**src/rtl/macd_pkg.sv**
```systemverilog
// ============================================================================
// macd_pkg: shared definitions for the streaming MACD core
// Widths, request and register codes, control words and the microcode table
// that sequences the shared EMA multiplier.
// ============================================================================
package macd_pkg;

    // Default parameter values.
    localparam int PRICE_WIDTH_DEF = 32;
    localparam int FRAC_BITS_DEF   = 16;

    // Fixed field widths.
    localparam int REQ_W   = 2;
    localparam int TIME_W  = 64;
    localparam int OUT_W   = 48;
    localparam int COUNT_W = 2;

    // Smoothing factors are Q1.16 held in 17 bits.
    localparam int ALPHA_W    = 17;
    localparam int ALPHA_FRAC = 16;
    localparam logic [ALPHA_W-1:0] ALPHA_ONE = ALPHA_W'(65536);

    localparam logic [ALPHA_W-1:0] FAST_ALPHA_RST   = ALPHA_W'(10082);
    localparam logic [ALPHA_W-1:0] SLOW_ALPHA_RST   = ALPHA_W'(4855);
    localparam logic [ALPHA_W-1:0] SIGNAL_ALPHA_RST = ALPHA_W'(13107);

    // Configuration port.
    localparam int CFG_ADDR_W = 4;
    localparam int CFG_DATA_W = 32;

    // Request codes carried in each input word.
    typedef enum logic [REQ_W-1:0] {
        REQ_CLOSED = 2'd0,
        REQ_BUILD  = 2'd1,
        REQ_CLEAR  = 2'd2
    } req_e;

    // Register indexes on the configuration port.
    typedef enum logic [1:0] {
        REG_FAST_ALPHA   = 2'd0,
        REG_SLOW_ALPHA   = 2'd1,
        REG_SIGNAL_ALPHA = 2'd2
    } reg_idx_e;

    // Candle count codes; the count saturates at two.
    localparam logic [COUNT_W-1:0] COUNT_NONE = 2'd0;
    localparam logic [COUNT_W-1:0] COUNT_ONE  = 2'd1;
    localparam logic [COUNT_W-1:0] COUNT_MANY = 2'd2;

    // Which EMA the shared multiplier or adder works on.
    typedef enum logic [1:0] {
        OP_NONE = 2'd0,
        OP_FAST = 2'd1,
        OP_SLOW = 2'd2,
        OP_SIG  = 2'd3
    } op_e;

    // Datapath control for one step.
    typedef struct packed {
        logic start;   // load working registers for the item
        op_e  mul;     // multiply (x - ema) by alpha
        op_e  add;     // add the scaled product back into the ema
        logic ld_m;    // latch the saturated MACD line
        logic emit;    // write the result word and commit state
    } ctrl_t;

    localparam int STEP_W      = 3;
    localparam int UCODE_DEPTH = 8;
    localparam logic [STEP_W-1:0] STEP_EMIT = STEP_W'(UCODE_DEPTH - 1);

    // One microcode word: datapath control plus sequencing.
    typedef struct packed {
        ctrl_t              ctrl;
        logic               jmp;     // jump to target on the short path
        logic [STEP_W-1:0]  target;
        logic               last;    // final step of the program
    } ucode_t;

    localparam ctrl_t CTRL_NOP = '{1'b0, OP_NONE, OP_NONE, 1'b0, 1'b0};

    // Program: start, fast EMA, slow EMA, MACD, signal EMA, emit.
    // Seeding and the empty-stream preview jump straight to the emit step.
    localparam ucode_t UCODE [UCODE_DEPTH] = '{
        '{'{1'b1, OP_NONE, OP_NONE, 1'b0, 1'b0}, 1'b1, STEP_EMIT, 1'b0},
        '{'{1'b0, OP_FAST, OP_NONE, 1'b0, 1'b0}, 1'b0, '0,        1'b0},
        '{'{1'b0, OP_SLOW, OP_FAST, 1'b0, 1'b0}, 1'b0, '0,        1'b0},
        '{'{1'b0, OP_NONE, OP_SLOW, 1'b0, 1'b0}, 1'b0, '0,        1'b0},
        '{'{1'b0, OP_NONE, OP_NONE, 1'b1, 1'b0}, 1'b0, '0,        1'b0},
        '{'{1'b0, OP_SIG,  OP_NONE, 1'b0, 1'b0}, 1'b0, '0,        1'b0},
        '{'{1'b0, OP_NONE, OP_SIG,  1'b0, 1'b0}, 1'b0, '0,        1'b0},
        '{'{1'b0, OP_NONE, OP_NONE, 1'b0, 1'b1}, 1'b0, '0,        1'b1}
    };

    // Datapath status seen by the sequencer.
    typedef struct packed {
        logic short_path;  // item needs no EMA update
        logic out_free;    // result register can take a word
    } status_t;

    // Effective smoothing factors.
    typedef struct packed {
        logic [ALPHA_W-1:0] fast;
        logic [ALPHA_W-1:0] slow;
        logic [ALPHA_W-1:0] sig;
    } alpha_t;

    // A factor above one acts as one.
    function automatic logic [ALPHA_W-1:0] alpha_eff(input logic [ALPHA_W-1:0] a);
        return (a > ALPHA_ONE) ? ALPHA_ONE : a;
    endfunction

endpackage

```
**src/rtl/macd_if.sv**
```systemverilog
// ============================================================================
// macd_if: valid/ready channels of the MACD core
// Request channel carries candles; response channel carries MACD results.
// ============================================================================
interface macd_req_if import macd_pkg::*; #(
    parameter int PRICE_WIDTH = PRICE_WIDTH_DEF
) ();
    logic                     valid;
    logic                     ready;
    logic [REQ_W-1:0]         req_type;
    logic signed [TIME_W-1:0] candle_time;
    logic [PRICE_WIDTH-1:0]   close_price;

    modport source (output valid, req_type, candle_time, close_price, input ready);
    modport sink   (input valid, req_type, candle_time, close_price, output ready);
endinterface

interface macd_rsp_if import macd_pkg::*; ();
    logic                    valid;
    logic                    ready;
    logic signed [OUT_W-1:0] macd_value;
    logic signed [OUT_W-1:0] signal_value;
    logic signed [OUT_W-1:0] histogram_value;

    modport source (output valid, macd_value, signal_value, histogram_value, input ready);
    modport sink   (input valid, macd_value, signal_value, histogram_value, output ready);
endinterface

```
**src/rtl/macd_cfg.sv**
```systemverilog
// ============================================================================
// macd_cfg: configuration registers
// Holds the three smoothing factors behind an APB-style port and presents
// their clamped values to the datapath.
// ============================================================================
module macd_cfg import macd_pkg::*; (
    input  logic                  clk,
    input  logic                  rst_n,
    input  logic                  psel,
    input  logic                  penable,
    input  logic                  pwrite,
    input  logic [CFG_ADDR_W-1:0] paddr,
    input  logic [CFG_DATA_W-1:0] pwdata,
    output logic [CFG_DATA_W-1:0] prdata,
    output logic                  pready,
    output alpha_t                alpha
);

    logic [ALPHA_W-1:0] fast_alpha_reg, fast_alpha_next;
    logic [ALPHA_W-1:0] slow_alpha_reg, slow_alpha_next;
    logic [ALPHA_W-1:0] signal_alpha_reg, signal_alpha_next;
    logic               wr_en;
    reg_idx_e           idx;

    assign pready = 1'b1;
    assign wr_en  = psel && penable && pwrite && pready;
    assign idx    = reg_idx_e'(paddr[3:2]);

    // Register write decode.
    always_comb
    begin
        fast_alpha_next   = fast_alpha_reg;
        slow_alpha_next   = slow_alpha_reg;
        signal_alpha_next = signal_alpha_reg;
        if (wr_en)
        begin
            unique case (idx)
                REG_FAST_ALPHA:   fast_alpha_next   = pwdata[ALPHA_W-1:0];
                REG_SLOW_ALPHA:   slow_alpha_next   = pwdata[ALPHA_W-1:0];
                REG_SIGNAL_ALPHA: signal_alpha_next = pwdata[ALPHA_W-1:0];
                default:          ;
            endcase
        end
    end

    always_ff @(posedge clk or negedge rst_n)
    begin
        if (!rst_n)
        begin
            fast_alpha_reg   <= FAST_ALPHA_RST;
            slow_alpha_reg   <= SLOW_ALPHA_RST;
            signal_alpha_reg <= SIGNAL_ALPHA_RST;
        end
        else
        begin
            fast_alpha_reg   <= fast_alpha_next;
            slow_alpha_reg   <= slow_alpha_next;
            signal_alpha_reg <= signal_alpha_next;
        end
    end

    // Read back returns the stored value.
    always_comb
    begin
        unique case (idx)
            REG_FAST_ALPHA:   prdata = CFG_DATA_W'(fast_alpha_reg);
            REG_SLOW_ALPHA:   prdata = CFG_DATA_W'(slow_alpha_reg);
            REG_SIGNAL_ALPHA: prdata = CFG_DATA_W'(signal_alpha_reg);
            default:          prdata = '0;
        endcase
    end

    // Factors above one are clamped for use.
    assign alpha.fast = alpha_eff(fast_alpha_reg);
    assign alpha.slow = alpha_eff(slow_alpha_reg);
    assign alpha.sig  = alpha_eff(signal_alpha_reg);

endmodule

```
**src/rtl/macd_seq.sv**
```systemverilog
// ============================================================================
// macd_seq: microcode sequencer
// Steps through the control table for each candle, taking the short path
// for seeding and empty previews and holding the emit step while the
// result register is full.
// ============================================================================
module macd_seq import macd_pkg::*; (
    input  logic             clk,
    input  logic             rst_n,
    input  logic             in_fire,
    input  logic [REQ_W-1:0] in_req_type,
    input  status_t          status,
    output logic             in_ready,
    output ctrl_t            ctrl
);

    logic              busy_reg, busy_next;
    logic [STEP_W-1:0] step_reg, step_next;
    ucode_t            word;
    logic              stall;

    assign word     = UCODE[step_reg];
    assign stall    = word.ctrl.emit && !status.out_free;
    assign in_ready = !busy_reg;

    // Step counter with conditional jump.
    always_comb
    begin
        busy_next = busy_reg;
        step_next = step_reg;
        ctrl      = CTRL_NOP;
        if (!busy_reg)
        begin
            if (in_fire)
            begin
                unique case (req_e'(in_req_type))
                    REQ_CLOSED, REQ_BUILD:
                    begin
                        busy_next = 1'b1;
                        step_next = '0;
                    end
                    default: ;
                endcase
            end
        end
        else if (!stall)
        begin
            ctrl = word.ctrl;
            priority if (word.last)
                busy_next = 1'b0;
            else if (word.jmp && status.short_path)
                step_next = word.target;
            else
                step_next = step_reg + STEP_W'(1);
        end
    end

    always_ff @(posedge clk or negedge rst_n)
    begin
        if (!rst_n)
        begin
            busy_reg <= 1'b0;
            step_reg <= '0;
        end
        else
        begin
            busy_reg <= busy_next;
            step_reg <= step_next;
        end
    end

endmodule

```
**src/rtl/macd_dp.sv**
```systemverilog
// ============================================================================
// macd_dp: MACD datapath
// Indicator state, working registers, one shared EMA multiplier and the
// result register, all driven by the microcode control word.
// ============================================================================
module macd_dp import macd_pkg::*; #(
    parameter int PRICE_WIDTH = PRICE_WIDTH_DEF,
    parameter int FRAC_BITS   = FRAC_BITS_DEF
) (
    input  logic                     clk,
    input  logic                     rst_n,
    input  logic                     in_fire,
    input  logic [REQ_W-1:0]         in_req_type,
    input  logic signed [TIME_W-1:0] in_candle_time,
    input  logic [PRICE_WIDTH-1:0]   in_close_price,
    input  alpha_t                   alpha,
    input  ctrl_t                    ctrl,
    output status_t                  status,
    output logic                     out_valid,
    input  logic                     out_ready,
    output logic signed [OUT_W-1:0]  macd_value,
    output logic signed [OUT_W-1:0]  signal_value,
    output logic signed [OUT_W-1:0]  histogram_value
);

    localparam int SCALED_W = PRICE_WIDTH + FRAC_BITS;
    localparam int EMA_W    = (SCALED_W > 63) ? 63 : SCALED_W;
    localparam int DIFF_W   = ((EMA_W > OUT_W) ? EMA_W : OUT_W) + 1;
    localparam int PROD_W   = DIFF_W + ALPHA_W + 1;
    localparam int Q_W      = PROD_W - ALPHA_FRAC;

    localparam logic signed [DIFF_W-1:0] SAT_HI =
        {{(DIFF_W-OUT_W+1){1'b0}}, {(OUT_W-1){1'b1}}};
    localparam logic signed [DIFF_W-1:0] SAT_LO =
        {{(DIFF_W-OUT_W+1){1'b1}}, {(OUT_W-1){1'b0}}};

    typedef struct packed {
        logic closed;
        logic seed;
        logic zero;
        logic replace;
        logic new_adv;
    } mode_t;

    function automatic logic [OUT_W-1:0] sat_out(input logic signed [DIFF_W-1:0] v);
        if (v > SAT_HI)
            return SAT_HI[OUT_W-1:0];
        else if (v < SAT_LO)
            return SAT_LO[OUT_W-1:0];
        else
            return v[OUT_W-1:0];
    endfunction

    // Indicator state.
    logic [EMA_W-1:0]   fast_reg, fast_next, slow_reg, slow_next;
    logic [OUT_W-1:0]   sig_reg, sig_next;
    logic [EMA_W-1:0]   pfast_reg, pfast_next, pslow_reg, pslow_next;
    logic [OUT_W-1:0]   psig_reg, psig_next;
    logic [TIME_W-1:0]  last_time_reg, last_time_next;
    logic [COUNT_W-1:0] count_reg, count_next;
    mode_t              mode_reg, mode_next;
    logic               out_valid_reg, out_valid_next;

    // Working registers and the item being processed.
    logic [EMA_W-1:0]   wf_reg, wf_next, ws_reg, ws_next;
    logic [OUT_W-1:0]   wg_reg, wg_next, m_reg, m_next;
    logic [Q_W-1:0]     prod_reg, prod_next;
    logic [EMA_W-1:0]   x_reg, x_next;
    logic [TIME_W-1:0]  t_reg, t_next;
    logic [OUT_W-1:0]   macd_reg, macd_next, sigout_reg, sigout_next;
    logic [OUT_W-1:0]   hist_reg, hist_next;

    logic [SCALED_W-1:0]      scaled;
    logic                     is_closed, is_build, is_clear, time_match;
    logic signed [DIFF_W-1:0] mul_a;
    logic [ALPHA_W-1:0]       mul_alpha;
    logic signed [PROD_W-1:0] prod_full;
    logic signed [Q_W-1:0]    sum_fast, sum_slow, sum_sig;
    logic signed [DIFF_W-1:0] diff_fs, diff_mg;

    // Request decode against the current stream state.
    assign scaled     = {in_close_price, {FRAC_BITS{1'b0}}};
    assign is_closed  = in_fire && (req_e'(in_req_type) == REQ_CLOSED);
    assign is_build   = in_fire && (req_e'(in_req_type) == REQ_BUILD);
    assign is_clear   = in_fire && (req_e'(in_req_type) == REQ_CLEAR);
    assign time_match = (count_reg != COUNT_NONE) && (in_candle_time == last_time_reg);

    assign status.short_path = mode_reg.seed || mode_reg.zero;
    assign status.out_free   = !out_valid_reg || out_ready;

    // Shared multiplier: difference toward the target, times alpha.
    always_comb
    begin
        unique case (ctrl.mul)
            OP_FAST:
            begin
                mul_a     = $signed({{(DIFF_W-EMA_W){1'b0}}, x_reg})
                          - $signed({{(DIFF_W-EMA_W){1'b0}}, wf_reg});
                mul_alpha = alpha.fast;
            end
            OP_SLOW:
            begin
                mul_a     = $signed({{(DIFF_W-EMA_W){1'b0}}, x_reg})
                          - $signed({{(DIFF_W-EMA_W){1'b0}}, ws_reg});
                mul_alpha = alpha.slow;
            end
            OP_SIG:
            begin
                mul_a     = $signed({{(DIFF_W-OUT_W){m_reg[OUT_W-1]}}, m_reg})
                          - $signed({{(DIFF_W-OUT_W){wg_reg[OUT_W-1]}}, wg_reg});
                mul_alpha = alpha.sig;
            end
            default:
            begin
                mul_a     = '0;
                mul_alpha = '0;
            end
        endcase
    end

    assign prod_full = mul_a * $signed({1'b0, mul_alpha});

    // Sums of the EMA updates; dropping low product bits floors the quotient.
    assign sum_fast = $signed({{(Q_W-EMA_W){1'b0}}, wf_reg}) + $signed(prod_reg);
    assign sum_slow = $signed({{(Q_W-EMA_W){1'b0}}, ws_reg}) + $signed(prod_reg);
    assign sum_sig  = $signed({{(Q_W-OUT_W){wg_reg[OUT_W-1]}}, wg_reg}) + $signed(prod_reg);

    assign diff_fs = $signed({{(DIFF_W-EMA_W){1'b0}}, wf_reg})
                   - $signed({{(DIFF_W-EMA_W){1'b0}}, ws_reg});
    assign diff_mg = $signed({{(DIFF_W-OUT_W){m_reg[OUT_W-1]}}, m_reg})
                   - $signed({{(DIFF_W-OUT_W){wg_reg[OUT_W-1]}}, wg_reg});

    // Working registers and item capture.
    always_comb
    begin
        x_next      = x_reg;
        t_next      = t_reg;
        wf_next     = wf_reg;
        ws_next     = ws_reg;
        wg_next     = wg_reg;
        m_next      = m_reg;
        prod_next   = prod_reg;
        macd_next   = macd_reg;
        sigout_next = sigout_reg;
        hist_next   = hist_reg;

        if (in_fire)
        begin
            x_next = scaled[EMA_W-1:0];
            t_next = in_candle_time;
        end

        // Starting values: seed, empty preview, saved prior states or current.
        if (ctrl.start)
        begin
            m_next = '0;
            priority if (mode_reg.seed)
            begin
                wf_next = x_reg;
                ws_next = x_reg;
                wg_next = '0;
            end
            else if (mode_reg.zero)
            begin
                wf_next = '0;
                ws_next = '0;
                wg_next = '0;
            end
            else if (mode_reg.replace)
            begin
                wf_next = pfast_reg;
                ws_next = pslow_reg;
                wg_next = psig_reg;
            end
            else
            begin
                wf_next = fast_reg;
                ws_next = slow_reg;
                wg_next = sig_reg;
            end
        end

        if (ctrl.mul != OP_NONE)
            prod_next = prod_full[PROD_W-1:ALPHA_FRAC];

        unique case (ctrl.add)
            OP_FAST: wf_next = sum_fast[EMA_W-1:0];
            OP_SLOW: ws_next = sum_slow[EMA_W-1:0];
            OP_SIG:  wg_next = sum_sig[OUT_W-1:0];
            default: ;
        endcase

        if (ctrl.ld_m)
            m_next = sat_out(diff_fs);

        if (ctrl.emit)
        begin
            macd_next   = m_reg;
            sigout_next = wg_reg;
            hist_next   = sat_out(diff_mg);
        end
    end

    // Stream state: decode on accept, commit on the emit of a closed candle, clear on request.
    always_comb
    begin
        fast_next      = fast_reg;
        slow_next      = slow_reg;
        sig_next       = sig_reg;
        pfast_next     = pfast_reg;
        pslow_next     = pslow_reg;
        psig_next      = psig_reg;
        last_time_next = last_time_reg;
        count_next     = count_reg;
        mode_next      = mode_reg;
        out_valid_next = out_valid_reg;

        if (is_closed || is_build)
        begin
            mode_next.closed  = is_closed;
            mode_next.seed    = is_closed && ((count_reg == COUNT_NONE)
                                || (time_match && (count_reg == COUNT_ONE)));
            mode_next.zero    = is_build && (count_reg == COUNT_NONE);
            mode_next.replace = is_closed && time_match && (count_reg == COUNT_MANY);
            mode_next.new_adv = is_closed && !time_match && (count_reg != COUNT_NONE);
        end

        if (ctrl.emit && mode_reg.closed)
        begin
            fast_next      = wf_reg;
            slow_next      = ws_reg;
            sig_next       = wg_reg;
            last_time_next = t_reg;
            if (mode_reg.new_adv)
            begin
                pfast_next = fast_reg;
                pslow_next = slow_reg;
                psig_next  = sig_reg;
                count_next = COUNT_MANY;
            end
            else if (count_reg == COUNT_NONE)
            begin
                count_next = COUNT_ONE;
            end
        end

        if (is_clear)
        begin
            fast_next      = '0;
            slow_next      = '0;
            sig_next       = '0;
            pfast_next     = '0;
            pslow_next     = '0;
            psig_next      = '0;
            last_time_next = '0;
            count_next     = COUNT_NONE;
        end

        // Result register handshake.
        if (ctrl.emit)
            out_valid_next = 1'b1;
        else if (out_ready)
            out_valid_next = 1'b0;
    end

    always_ff @(posedge clk or negedge rst_n)
    begin
        if (!rst_n)
        begin
            fast_reg      <= '0;
            slow_reg      <= '0;
            sig_reg       <= '0;
            pfast_reg     <= '0;
            pslow_reg     <= '0;
            psig_reg      <= '0;
            last_time_reg <= '0;
            count_reg     <= COUNT_NONE;
            mode_reg      <= '0;
            out_valid_reg <= 1'b0;
        end
        else
        begin
            fast_reg      <= fast_next;
            slow_reg      <= slow_next;
            sig_reg       <= sig_next;
            pfast_reg     <= pfast_next;
            pslow_reg     <= pslow_next;
            psig_reg      <= psig_next;
            last_time_reg <= last_time_next;
            count_reg     <= count_next;
            mode_reg      <= mode_next;
            out_valid_reg <= out_valid_next;
        end
    end

    // Payload registers need no reset.
    always_ff @(posedge clk)
    begin
        x_reg      <= x_next;
        t_reg      <= t_next;
        wf_reg     <= wf_next;
        ws_reg     <= ws_next;
        wg_reg     <= wg_next;
        m_reg      <= m_next;
        prod_reg   <= prod_next;
        macd_reg   <= macd_next;
        sigout_reg <= sigout_next;
        hist_reg   <= hist_next;
    end

    assign out_valid       = out_valid_reg;
    assign macd_value      = $signed(macd_reg);
    assign signal_value    = $signed(sigout_reg);
    assign histogram_value = $signed(hist_reg);

endmodule

```
**src/rtl/macd_stream_indicator_core.sv**
```systemverilog
// A closed or building candle that updates the EMAs passes through the start,
// fast EMA, slow EMA, MACD, signal EMA and emit steps; seeding and an empty-stream
// preview jump from the start step straight to emit. A new candle is taken only
// once the emit step has run, and emit holds while the result register is full;
// the fast, slow and signal EMA updates share one multiplier in turn. A clear is taken while idle and gives no word.
// Reset (rst_n low, asynchronous) empties the stream and restores the factors.
// ============================================================================
// macd_stream_indicator_core: streaming MACD indicator
// Microcoded core computing MACD, signal and histogram from candle closes.
// ============================================================================
module macd_stream_indicator_core import macd_pkg::*; #(
    parameter int PRICE_WIDTH = PRICE_WIDTH_DEF,
    parameter int FRAC_BITS   = FRAC_BITS_DEF
) (
    input  logic                  clk,
    input  logic                  rst_n,
    macd_req_if.sink              req,
    macd_rsp_if.source            rsp,
    input  logic                  psel,
    input  logic                  penable,
    input  logic                  pwrite,
    input  logic [CFG_ADDR_W-1:0] paddr,
    input  logic [CFG_DATA_W-1:0] pwdata,
    output logic [CFG_DATA_W-1:0] prdata,
    output logic                  pready
);

    alpha_t  alpha;
    ctrl_t   ctrl;
    status_t status;
    logic    in_ready;
    logic    in_fire;

    // Accept an input word when the sequencer is idle.
    assign req.ready = in_ready;
    assign in_fire   = req.valid && in_ready;

    macd_cfg u_cfg (
        .clk     (clk),
        .rst_n   (rst_n),
        .psel    (psel),
        .penable (penable),
        .pwrite  (pwrite),
        .paddr   (paddr),
        .pwdata  (pwdata),
        .prdata  (prdata),
        .pready  (pready),
        .alpha   (alpha)
    );

    macd_seq u_seq (
        .clk         (clk),
        .rst_n       (rst_n),
        .in_fire     (in_fire),
        .in_req_type (req.req_type),
        .status      (status),
        .in_ready    (in_ready),
        .ctrl        (ctrl)
    );

    macd_dp #(
        .PRICE_WIDTH (PRICE_WIDTH),
        .FRAC_BITS   (FRAC_BITS)
    ) u_dp (
        .clk             (clk),
        .rst_n           (rst_n),
        .in_fire         (in_fire),
        .in_req_type     (req.req_type),
        .in_candle_time  (req.candle_time),
        .in_close_price  (req.close_price),
        .alpha           (alpha),
        .ctrl            (ctrl),
        .status          (status),
        .out_valid       (rsp.valid),
        .out_ready       (rsp.ready),
        .macd_value      (rsp.macd_value),
        .signal_value    (rsp.signal_value),
        .histogram_value (rsp.histogram_value)
    );

endmodule
```
**src/flat_wrapper.sv**
```systemverilog
// flat-port wrapper written by rule: the top's interface ports become plain ports
module macd_stream_indicator_core_flat import macd_pkg::*;
#(
    parameter int PRICE_WIDTH = PRICE_WIDTH_DEF,
    parameter int FRAC_BITS   = FRAC_BITS_DEF
)
  (clk, rst_n, psel, penable, pwrite, paddr, pwdata, prdata, pready, req_valid, req_req_type, req_candle_time, req_close_price, req_ready, rsp_valid, rsp_macd_value, rsp_signal_value, rsp_histogram_value, rsp_ready);
  macd_req_if #(.PRICE_WIDTH(PRICE_WIDTH)) req_i ();
  macd_rsp_if rsp_i ();
  input  logic clk;
  input  logic rst_n;
  input  logic psel;
  input  logic penable;
  input  logic pwrite;
  input  logic [CFG_ADDR_W-1:0] paddr;
  input  logic [CFG_DATA_W-1:0] pwdata;
  output logic [CFG_DATA_W-1:0] prdata;
  output logic pready;
  input wire logic [$bits(req_i.valid)-1:0] req_valid;
  input wire logic [$bits(req_i.req_type)-1:0] req_req_type;
  input wire logic [$bits(req_i.candle_time)-1:0] req_candle_time;
  input wire logic [$bits(req_i.close_price)-1:0] req_close_price;
  output wire logic [$bits(req_i.ready)-1:0] req_ready;
  output wire logic [$bits(rsp_i.valid)-1:0] rsp_valid;
  output wire logic [$bits(rsp_i.macd_value)-1:0] rsp_macd_value;
  output wire logic [$bits(rsp_i.signal_value)-1:0] rsp_signal_value;
  output wire logic [$bits(rsp_i.histogram_value)-1:0] rsp_histogram_value;
  input wire logic [$bits(rsp_i.ready)-1:0] rsp_ready;
  assign req_i.valid = req_valid;
  assign req_i.req_type = req_req_type;
  assign req_i.candle_time = req_candle_time;
  assign req_i.close_price = req_close_price;
  assign req_ready = req_i.ready;
  assign rsp_valid = rsp_i.valid;
  assign rsp_macd_value = rsp_i.macd_value;
  assign rsp_signal_value = rsp_i.signal_value;
  assign rsp_histogram_value = rsp_i.histogram_value;
  assign rsp_i.ready = rsp_ready;
  macd_stream_indicator_core #(.PRICE_WIDTH(PRICE_WIDTH), .FRAC_BITS(FRAC_BITS)) u_core (.clk(clk), .rst_n(rst_n), .req(req_i), .rsp(rsp_i), .psel(psel), .penable(penable), .pwrite(pwrite), .paddr(paddr), .pwdata(pwdata), .prdata(prdata), .pready(pready));
endmodule
```
**config.mk**
```make
export PLATFORM = sky130hd
export DESIGN_NAME = macd_stream_indicator_core_flat
export DESIGN_NICKNAME = d
export VERILOG_FILES = /design/src/rtl/macd_pkg.sv /design/src/rtl/macd_if.sv /design/src/rtl/macd_cfg.sv /design/src/rtl/macd_seq.sv /design/src/rtl/macd_dp.sv /design/src/rtl/macd_stream_indicator_core.sv /design/src/flat_wrapper.sv
export SDC_FILE = /design/constraint.sdc
export NUM_CORES = 2
export LEC_CHECK = 0
export ABC_AREA = 1
export CAP_MARGIN = 20
export CORE_UTILIZATION = 40
export CTS_BUF_LIST = sky130_fd_sc_hd__clkbuf_8
export DETAILED_ROUTE_END_ITERATION = 7
export DONT_BUFFER_PORTS = 1
export GPL_TIMING_DRIVEN = 1
export PLACE_DENSITY = 0.65
export SLEW_MARGIN = 5
export SYNTH_ARGS = -nofsm -noshare
export SYNTH_HDL_FRONTEND = slang
export SYNTH_SLANG_ARGS = --single-unit
export TNS_END_PERCENT = 50
```
**constraint.sdc**
```tcl
create_clock -name clk -period 9 [get_ports clk]
set_input_delay 0.45 -clock clk [delete_from_list [all_inputs] [get_ports clk]]
set_output_delay 0.45 -clock clk [all_outputs]
set_load 0.1 [all_outputs]
```
-- Word-level counts from Yosys, hierarchy flattened
Memories as Yosys holds them, arrays and structs flattened.
Index checks and enable logic that the tools add are counted.
- add/sub/neg operators: 8
- $mul: 1
- magnitude comparators: 8
- eq/ne operators: 15
- muxes and demuxes: 64
- bitwise gates (word level): 1
- reductions and logical operators: 47
- operators by type and width (cell ; count):
    2-to-1 mux 48 bit ; 35
    subtractor 48 x 48 -> 49 bit ; 4
    one-hot mux 49 bit (3 select lines) ; 1
    adder 48 bit ; 3
    2-to-1 mux 64 bit ; 2
    one-hot mux 17 bit (3 select lines) ; 2
    greater-than comparator 49 x 48 -> 1 bit, second input constant ; 2
    < comparator 49 x 48 -> 1 bit, second input constant ; 2
    == test 64 bit ; 1
    multiplier 49 x 18 -> 64 bit ; 1
    greater-than comparator 17 bit, second input constant ; 3
    2-to-1 mux 17 bit ; 3
    2-to-1 mux 12 bit ; 2
    nonzero test 2 bit ; 11
    2-to-1 mux 3 bit ; 6
    logical AND 1 bit ; 17
    == test 2 bit, second input constant ; 7
    2-to-1 mux 7 bit ; 2
    == test 2 x 1 -> 1 bit, second input constant ; 5
    AND reduction 2 bit ; 5
    2-to-1 mux 2 bit ; 4
    2-to-1 mux 1 bit ; 7
    logical NOT 2 bit ; 3
    greater-or-equal comparator 4 bit, second input constant ; 1
    8 further kinds ; 15
- bits in registers: 895
- ROM bits: 96
- bits of input ports: 141
- output and inout bits: 179
- word-level logic and storage cells: 174
- memories kept: 1
- memories (memory ; depth ; bits a word ; rd ports ; clocked after Yosys merged registers in ; wr ports ; line ; RTL):
    (name not given) ; 8 ; 12 ; 1 ; 0 ; 0 ; macd_seq.sv:22 ; assign word = UCODE[step_reg];

-- Depth between registers and ports, before layout
- depth in word-level cells: 10
- mapped depth: 55
- gate-level depth less buffers: 49

-- By module
Synthesis repeated with hierarchy kept, for this count alone.
- cell total of the unflattened synthesis: 10184
- area, all modules: 82536.7 µm²
- modules (own cells, without submodules) (module ; times used ; cells each ; area each (µm²) ; seq. area each (µm²)):
    macd_dp ; 1 ; 9728 ; 78819.3 ; 23422.5
    macd_cfg ; 1 ; 400 ; 3355.7 ; 1306.3
    macd_seq ; 1 ; 54 ; 354.1 ; 100.1
    macd_stream_indicator_core ; 1 ; 2 ; 7.5 ; 0.0

-- Least setup slack after synthesis
OpenSTA, ideal clock, no wires.
- kind: flip-flop to flip-flop
- start: reg u_core.u_seq.busy_reg
- end: reg u_core.u_dp.prod_reg[43] (data pin)
- library setup time: 0.265 ns
- arrival: 9.233 ns
- data required time: 8.735 ns
- setup slack: -0.498 ns
- stages on the path, launching flop included: 46
- buffers on the path: 6
- clock period less this slack: 9.498 ns
- cells stage by stage: dfrtp_1 inv_1 nor2_1 nor2_1 nor2_1 inv_1 ha_1 buf_6 buf_6 buf_4 clkbuf_1 clkbuf_1 nand2_1 o21ai_0 ha_1 a21oi_1 o21ai_0 a21oi_1 [... 10 more ...] fa_1 fa_1 inv_1 fa_1 inv_1 fa_1 inv_1 ha_1 a21oi_1 o21a_1 o21ai_0 a21oi_1 nand2_1 nand2_1 nand2_1 a21boi_0 o21ai_0 xor2_1
- cells in the longest elaborated chain, start to end: 4
- elaborated cells between the ends (all ways): 7
- ends and longest elaborated chain (item ; line ; RTL):
    start: declaration ; macd_seq.sv:17 ; logic busy_reg, busy_next;
    start signal: assignment ; macd_seq.sv:67 ; busy_reg <= busy_next;
    2-to-1 mux 7 bit (*) ; macd_seq.sv:32 ; if (!busy_reg)
    == test 2 bit / == test 2 x 1 -> 1 bit (equally long branches) ; macd_dp.sv:94 ; unique case (ctrl.mul)
    one-hot mux 49 bit (3 select lines) / one-hot mux 17 bit (3 select lines) (equally long branches) ; macd_dp.sv:94 ;
    multiplier 49 x 18 -> 64 bit (*) ; macd_dp.sv:121 ; assign prod_full = mul_a * $signed({1'b0, mul_alpha});
    named net u_core.u_dp.prod_full[59] ; macd_dp.sv:77 ; logic signed [PROD_W-1:0] prod_full;
    end signal: assignment ; macd_dp.sv:305 ; prod_reg <= prod_next;
    end: declaration ; macd_dp.sv:67 ; logic [Q_W-1:0] prod_reg, prod_next;
Mark *: on every way through the listed nets, which the timed path passes. The rest lies on a longest branch.
A chain may end at the register's enable or synchronous reset.

-- Final worst setup path
- start: reg u_core.u_seq.step_reg[1]
- end: reg u_core.u_dp.prod_reg[47] (data pin)
- cells in the longest elaborated chain, start to end: 10
- elaborated cells between the ends (all ways): 13
- ends and longest elaborated chain (item ; line ; RTL):
    start: declaration ; macd_seq.sv:18 ; logic [STEP_W-1:0] step_reg, step_next;
    start signal: assignment ; macd_seq.sv:68 ; step_reg <= step_next;
    inverter 3 -> 4 bit (not written as such) (*) ; macd_seq.sv:22 ;
    memory read (8 x 12 bit) (*) ; - ;
    2-to-1 mux 12 bit (not written as such) (*) (2 in series) ; macd_seq.sv:22 ;
    logical AND 1 bit ; macd_seq.sv:23 ; assign stall = word.ctrl.emit && !status.out_free;
    2-to-1 mux 7 bit (*) ; macd_seq.sv:46 ; else if (!stall)
    2-to-1 mux 7 bit (*) ; macd_seq.sv:32 ;
    == test 2 bit / == test 2 x 1 -> 1 bit (equally long branches) ; macd_dp.sv:94 ;
    one-hot mux 49 bit (3 select lines) / one-hot mux 17 bit (3 select lines) (equally long branches) ; macd_dp.sv:94 ;
    multiplier 49 x 18 -> 64 bit (*) ; macd_dp.sv:121 ;
    named net u_core.u_dp.prod_full[63] ; macd_dp.sv:77 ;
Mark *: on every way through the listed nets, which the timed path passes. The rest lies on a longest branch. The select of a mux whose other input is x is not followed.

==> key figures <==
Worst setup path
  – CP Class: flop to flop
  – Slowest cell on the critical path: fa_1
  – Crit path capture type: flop
  – Critical Path Fanout Max: 14
  – WP data arrival: 9920 ps
  – Crit start category: flop
  – Max stage delay on crit path: 580 ps
  – Critical Path RT: around 9700 ps

Yosys
  – Top cell type's share of synthesized area: 18.51%
  – Ys Warns: 0
  – Netlist Area Pre-Place: 82110 sq um
  – Register area share after synthesis: 30.24%
  – Synthesis-stage register bit count: 895
  – Mapped Cells: 10130
  – Largest area contributor in the netlist: fa_1
  – Share of async-settable or async-resettable flops after synthesis: 46.37%
  – Mean post-synth cell area: 8.103 sq um
  – Top post-synthesis cells by area: fa_1 19%, edfxtp_1 18%, dfrtp_1 12%, nand2_1 9.4%, inv_1 8.3%
  – Commonest register cell after synthesis: edfxtp_1
  – EDFF count, synth: 480
  – Netlist cell types: 68

Worst hold path
  – Hold WC Path Type: input pin to flop

Clock network
  – CTS max path bufs: 3
  – H-tree Lvls: 4
  – Worst-path clk slew: 60 ps
  – CTS tree: yes
  – Root Buffer: clkbuf_8
  – Worst skew pair latency: 1020 ps
  – CTS buffer count: 166
  – Clk sinks: between 800 and 900

STA
  – Final worst slack: -187.8 ps
  – Tmin final: between 9000 and 10000 ps
  – Slew HR: between 20% and 30%
  – RSZ-0062 raised after global routing: true
  – Tcrit/Tclk final: 102.1%
  – Setup-failing EPs final: 8
  – Clk_skew: 70.45 ps
  – Fmax: 0.1088 GHz
  – Slew @ Worst Pin: 1057 ps
  – Final Hold Vio Count: 0
  – Pins over their slew limit: 0

Placement
  – I/O Buffers: 0
  – Detailed placer's ending HPWL: 287300 um
  – Placed inst area: between 90000 and 100000 sq um
  – Gpl congestion: around 1.1

Floorplan
  – Ports: 320
  – Initial Utilization: 40.42%
  – Die Ht: 455.1 um
  – Die width: 455.1 um
  – Die Area: approximately 210000 sq um
  – Core Box Area: just over 200000 sq um
  – Row cnt: 165

GRT
  – Grt ovf: 0
  – Global Route Usage Sum: 33.84%
  – Initial antenna violation count: 16
  – Number of global-route vias before repair: between 70000 and 80000
  – First-pass GRT wire length: 512200 um
  – Largest net degree at the start of global routing: 416

Drt
  – TritonRoute pass-1 iters: 6
  – Metal3 WL: roughly 27000 um
  – Via count: 77320
  – Uppermost routed layer: met5
  – DR iter-0 viols: 7736
  – WL met1: 145900 um
  – DR WL/cell: 25.37 um
  – Post-DRT Antenna Nets: 0
  – DR vias/cell: between 5 and 6
  – Post-Route WL: 356500 um
  – Drt drc: 0
  – Met2 wire len: 160500 um

Run status
  – Status: finished with violations
  – Failing checks: negative setup slack

Finish
  – P&R area growth vs syn: 23.66%
  – Fin nets: ~13000
  – Layout Utilization: 49.98%
  – Cell area after layout: 101500 sq um
  – Ratio of cells with drive above 1 in the final layout: a little under a fifth

Run
  – Max Cap Viol: 0
## cell usage after synthesis (all sizes together) (2+ instances only)
cell type / instances
nand4: 47
a31o: 2
and3: 5
o221ai: 25
conb: 2
fa: 759
buf: 100
nand3b: 11
nor4: 51
a31oi: 61
o211ai: 29
o32ai: 3
nor2: 910
nand3: 385
dfstp: 24
or2: 10
dfrtp: 391
o22ai: 141
nor3: 46
a311oi: 3
xnor2: 100
a32o: 7
o31ai: 4
xor2: 176
o2bb2ai: 5
o21a: 31
edfxtp: 480
a21boi: 19
a21o: 51
a21oi: 674
o21ai: 908
a32oi: 2
o311ai: 4
ha: 422
clkinv: 13
nand2: 2090
o221a: 6
inv: 1828
a221oi: 6
nor4b: 2
a211oi: 12
o21bai: 47
clkbuf: 235
and2: 3
## final cells by class
cell class / count / area, sq um
Tap cell: 2672 / 3343
Multi-Input combinational cell: 7077 / 52110
Fill cell: 19460 / 101600
Sequential cell: 895 / 24830
Inverter: 1841 / 6947
Clock buffer: 184 / 2532
Antenna cell: 14 / 35.03
Timing Repair Buffer: 1244 / 10760
Clock inverter: 126 / 975.9
## final timing paths
kind                                                       from  cells past startpoint                                      endpoint  slack, ps
min in group asynchronous                                 rst_n                      2   u_core.u_cfg.slow_alpha_reg[15]$_DFFE_PN0P_        110
max in group asynchronous                                 rst_n                      4           u_core.u_dp.sig_reg[33]$_DFFE_PN0P_       6770
setup reg to reg           u_core.u_seq.step_reg[1]$_DFFE_PN0P_                     49            u_core.u_dp.prod_reg[47]$_DFFE_PP_       -190
hold / removal                                          penable                      3  u_core.u_cfg.signal_alpha_reg[1]$_DFFE_PN1P_          6
hold reg to reg                 u_core.u_dp.t_reg[15]$_DFFE_PP_                      2     u_core.u_dp.last_time_reg[15]$_DFFE_PN0P_        450
setup / recovery           u_core.u_seq.step_reg[1]$_DFFE_PN0P_                     49            u_core.u_dp.prod_reg[47]$_DFFE_PP_       -190
## critical path, delay by kind of cell, from the launching register on
| kind | cells | cell delay, ps |
|---|---|---|
| buf+inv | 14 | 1670 |
| xor+xnor | 1 | 170 |
| simple gates | 19 | 1720 |
| compound gates | 4 | 730 |
| flops | 1 | 400 |
| fa+ha+maj | 11 | 4210 |
## per-stage QoR
step	worst slack, ps	hold slack [ps]	cells	setup TNS, ps
after floorplan	6.387	154.4	10150	0
after global placement	-922.5	216.4	13490	-15900
after detailed placement	-923.6	216.9	13500	-20750
after CTS	-247.6	-860.7	13950	-2491
after global routing	-518.4	1.284	14050	-7138
final	-187.8	6.085	14050	-901.4
## routing by layer
layer,track usage [%],vias to the layer above
li1,-,34760
met1,44.36,38390
met2,53.53,3433
met3,5.416,731
met4,18.40,12
met5,0,-
## cell families (layout without fill, tap and decap cells)
kind of cell,after synthesis,in the layout,share of synthesized area [%]
AO/OA/AOI/OAI,2041,2041,13.85
other,2,30,0.009146
XOR/XNOR,276,276,2.944
AND/OR/NAND/NOR,3562,3563,17.81
flip-flops,895,895,30.24
adder cells (fa/ha/maj),1181,1181,24.94
buffers and inverters,2176,3395,10.21
## placed cells by master, fill, tap and decap left out, types with 28 or more instances in the layout
cell type      instances
fa_2                  39
clkbuf_8             184
xor2_1               169
inv_2                 60
o22ai_1              141
buf_12                47
ha_1                 360
nand2_2              112
xnor2_1               97
nand4_1               46
inv_1               1802
nor4_1                44
nand3_1              360
nor2_1               740
buf_6                 50
o211ai_1              28
a21o_1                51
fa_1                 720
clkinv_2              28
edfxtp_1             480
ha_4                  54
dfrtp_1              389
buf_4                996
o21ai_0              795
o21bai_1              40
o21ai_2               41
nor2_2               118
o21ai_1               53
o21a_1                30
a21oi_2               71
nand2_1             1936
dlygate4sd3_1        129
a21oi_1              591
nor2_4                52
nand2_4               37
nor3_1                40
a31oi_1               52
clkinv_1              37
## what timing repair did
action                     4_1_cts  5_1_grt
resized for setup              222      601
gates cloned                     1        5
hold endpoints to repair       584      249
hold buffers                   127        3
setup buffers                   14       80
setup endpoints to repair       46       47
pin swaps                       32      207
Power is not shown: default switching activity piles up to over one toggle a cycle in this logic, so the estimate is an artifact.
